`config.mk`:
```
export PLATFORM = sky130hd
export DESIGN_NAME = tasna_ram
export DESIGN_NICKNAME = d
export VERILOG_FILES = /design/src/hw/rtl/tasna_ram.sv
export SDC_FILE = /design/constraint.sdc
export NUM_CORES = 1
export LEC_CHECK = 0
export ABC_AREA = 0
export CORE_MARGIN = 2
export CORE_UTILIZATION = 67
export CTS_CLUSTER_DIAMETER = 60
export DETAILED_ROUTE_END_ITERATION = 8
export DONT_BUFFER_PORTS = 1
export PLACE_DENSITY = 0.9
export SKIP_CTS_REPAIR_TIMING = 1
export SYNTH_ARGS = -nofsm -noshare
export SYNTH_HDL_FRONTEND = slang
export SYNTH_SLANG_ARGS = --single-unit
```
`constraint.sdc`:
```
create_clock -name clk -period 5 [get_ports clk]
set_input_delay 0.25 -clock clk [delete_from_list [all_inputs] [get_ports clk]]
set_output_delay 0.25 -clock clk [all_outputs]
set_load 0.05 [all_outputs]
```
`src/hw/rtl/tasna_ram.sv`:
```
//------------------------------------------------------------------------------
// tasna_ram
// generic single write port ram with registered read
//------------------------------------------------------------------------------
`default_nettype none

module tasna_ram #(
  parameter int WIDTH = 8,
  parameter int DEPTH = 16
) (
  input  wire logic                                   clk,
  input  wire logic                                   we,
  input  wire logic [((DEPTH > 1) ? $clog2(DEPTH) : 1)-1:0] waddr,
  input  wire logic [WIDTH-1:0]                       wdata,
  input  wire logic [((DEPTH > 1) ? $clog2(DEPTH) : 1)-1:0] raddr,
  output logic [WIDTH-1:0]                            rdata
);

  logic [WIDTH-1:0] mem [DEPTH];

  always_ff @(posedge clk) begin
    if (we) begin
      mem[waddr] <= wdata;
    end
    rdata <= mem[raddr];
  end

endmodule

`default_nettype wire

```
# == Yosys cells after proc, flatten, opt, wreduce, memory -nomap -nowiden ==
# Memory sizes are Yosys's and may differ from the RTL's. A register that Yosys moved wholly into a read port is not among the register bits.
# Index checks and enable logic that the tools add are counted.
# op_classes
muxes,2
# ops
operator,n
$mux W1,2
# word_totals
reg_bits,0
mem_count,1
ramBits,128
word_cells,3
input_bits,18
out_inout_bits,8
# mem_list
memory,words,width,read_ports,rd_clocked_by_memory_dff,wr,line,text
mem,16,8,1,1,1,19,logic [WIDTH-1:0] mem [DEPTH];

# == Depth between registers and ports, before layout ==
# logic_depth
depth_word,2
mapped_depth,5
depth_no_buf,3

# == Least setup slack after synthesis ==
# OpenSTA, ideal clock, no wires.
# synth_path
kind,in2reg
from,input waddr[2] (netlist name)
to,memory mem[0][0] (enable)
n_path_buf,0
stages,2
required_time_ns,4.617
setup_time_ns,0.383
path_slack_ns,3.257
t_arrival_ns,1.360
cell_sequence,or3b_2 nor3_1
# synth_rtl
element,line,text
from (decl),13,"input wire logic [((DEPTH > 1) ? $clog2(DEPTH) : 1)-1:0] waddr,"
to (decl),19,
# No word-level cell before the write port.

# == Final worst setup path ==
# layout_path
from,input waddr[0] (netlist name)
to,memory mem[8][6] (enable)
# No word-level cell before the write port.

==> flow_summary.toml <==
[placement]
dp_hpwl_um = 5260
port_buffers = 0
placed_cells = 320
place.gp.congestion = 0.709

[yosys]
synth_top_cell_by_area = "edfxtp_1"
syn-cell-area_um2 = 5150
synth_cells = 229
syn-num-nets = 247
synth_most_common_cell = "edfxtp_1"
synth.avg_cell_area_um2 = 22.5
synth_area_leaders = "edfxtp_1 75%, mux4_2 7.9%, mux4_1 7.1%"
synth_enable_flop_cells = 128
ys_seq_area_share_pct = 77.8
yosys-top-cells-count = "128 x edfxtp_1, 18 x mux4_2, 16 x a22oi_1, 14 x mux4_1, 13 x nor2_1"
ys_warn_count = 0
yosysTopAreaCellShare_pct = 74.7
synth.distinct_cells = 19
synth-seq-cells = 136
synth_ff_type = "edfxtp_1"
synthArstFlopShare_pct = 0

[grt]
grt_pass1_vias = 2359
antenna_found_initial = 0
grt_pass1_wl_um = 14700
grt.total_usage_pct = 25.7
globalRouteOverflowTotal = 0
grt_max_degree = 33

[critical_path]
timing.rr.end = "rdata[6]"
crit_path_end = "mem[8][6]"
required_ps = 5230
crit_path_frequent_cell = "dlygate4sd3_1"
critPathKind = "input port to register"
cp.arrival_ps = 1780
cp_top_family = "buffers and inverters"
path_cells = "dlygate4sd3_1, nor3_1, dlygate4sd3_1"
cp.buffers_inverters = 2
cp_slowest_cell = "dlygate4sd3_1"
cp-end-kind = "register"
cp.depth = 3
r2r_start = "mem[3][6]"
r2r_cells = 3
worstSetupStartpoint = "waddr[0]"
setup.worst_path.start_class = "input port"
max_stage_delay_ps = 670
rrSetupSlack_ps = 3570
path_max_fanout = 7

[cells_and_area]
area_delta_synth_final_pct = 15.0
fin_nets = 269
drive_gt1_share_pct = 19.7
fillers = 313
final_cell_count_no_fill = 363
seq_area_um2 = 4000
n_antenna_cell = 0
multi_input_area_um2 = 1060

[detailed_routing]
drt_first_pass_iters = 4
drc = 0
ant_nets = 0
via_per_inst = 6.71
post_drt_wl_per_cell_um = 27.2
vias = 2437
route.final.wire_length_um = 9870
drtIter0Drc = 280

[sta]
maxSlewViolCount = 0
setup_viol_count_final = 0
fmax_ghz = 0.648
timing.slew.headroom_pct = 22.4
fin_crit_sh_pct = 30.9
finalHoldViolations = 0
rsz0062_at_grt = "false"
fin_tns_setup_ps = 0
fin_crit_ps = 1540
finClkSkew_ps = 7.20
max_slew.worst_pin.slew_ps = 1160

[status]
status = "complete, no violations"

[clock_tree]
clk_latency_ps = 520
cts_max_path_buffers = 2
cts_htree_levels = 4
clkTransAtPathRegs_ps = 60
cts.sinks = 136
cts_tree = "done"
cts-root-buf = "clkbuf_8"
cts_buffers = 17

[power]
finalPower_mw = 2.68
cellPowerDensity_nw_per_um2 = 453
p_leak_nw = 1.94
ir_drop_v = 0.000325

[floorplan]
core-area_um2 = 7330
io_pins = 26
fp.dieW_um = 91.7
placementRows = 31
die_h_um = 91.7
dieArea_um2 = 8400
start_util_pct = 70.2

[run]
cap_violations = 0

[worst_hold_path]
hold_class = "input port to register"
==> worst reg2reg max path, stage by stage, from the launching register on <==
cell and delay, ps:
edfxtp_1 370, mux4_2 480, a22oi_1 270, nand2_1 170
==> cell type report <==
cell class                 count  share of cell area, %
sequential                   136                   67.6
multi-input combinational     83                   17.9
clock buffer                  17                   6.99
clock inverter                15                   3.40
tap                           99                   2.09
timing repair buffer          13                   2.03
==> worst min-delay path by stage <==
stage             start         to  slack, ps  cells after the start
3_5_place_dp   wdata[0]  mem[9][0]        350                      0
3_3_place_gp   wdata[6]  mem[4][6]        350                      0
4_1_cts        wdata[5]  mem[5][5]       -200                      0
2_1_floorplan  wdata[0]  mem[0][0]        350                      0
6_report       raddr[1]   rdata[2]         20                      3
5_1_grt        raddr[1]   rdata[2]          4                      3
==> sequential cells by signal (all words and copies together), names as in the netlist <==
| register | count |
|---|---|
| mem | 128 |
| rdata | 8 |
==> layout by cell type (no fill, tap or decap), types with 2 or more instances in the layout <==
cell type      count
bufinv_16          4
buf_4              2
clkinvlp_4         4
inv_6              2
clkinv_4           3
nand2_1            9
nor2_1            13
nand3b_1           2
clkinv_1           2
nand2b_1           2
mux4_1            14
edfxtp_1         128
dlygate4sd3_1     10
mux4_2            18
dfxtp_1            8
a22oi_1           16
clkbuf_16         16
nor3_1             4
==> power by group <==
| group | switching (mW) | leakage (nW) | internal [mW] |
|---|---|---|---|
| clock network | 0.475 | 0.286 | 0.811 |
| logic | 0.0474 | 0.430 | 0.0413 |
| registers | 0.0349 | 1.22 | 1.28 |
==> kinds of logic after synthesis <==
group,share of synthesized area (%)
buf+inv,1.68
compound gates,2.33
mux,15.0
flops,77.8
simple gates,3.18
==> metal layers <==
layer	track usage, %	wire (um)
met4	8.96	177
met1	36.9	3690
met3	7.48	1010
met5	0	0
met2	38.8	4990
==> metrics by stage <==
step / instance area, um2 / setup slack [ps] / hold WS [ps] / utilization [%]
floorplan: 5150 / 3260 / 349 / -
global placement: 5200 / 3030 / 350 / 70.9
detailed placement: 5200 / 2980 / 349 / 70.9
CTS: 5820 / 3510 / -202 / 79.3
global route: 5920 / 3410 / 4.40 / 80.8
finish: 5920 / 3460 / 24.5 / 80.8
Note: power is estimated with default switching activity, not from simulation.
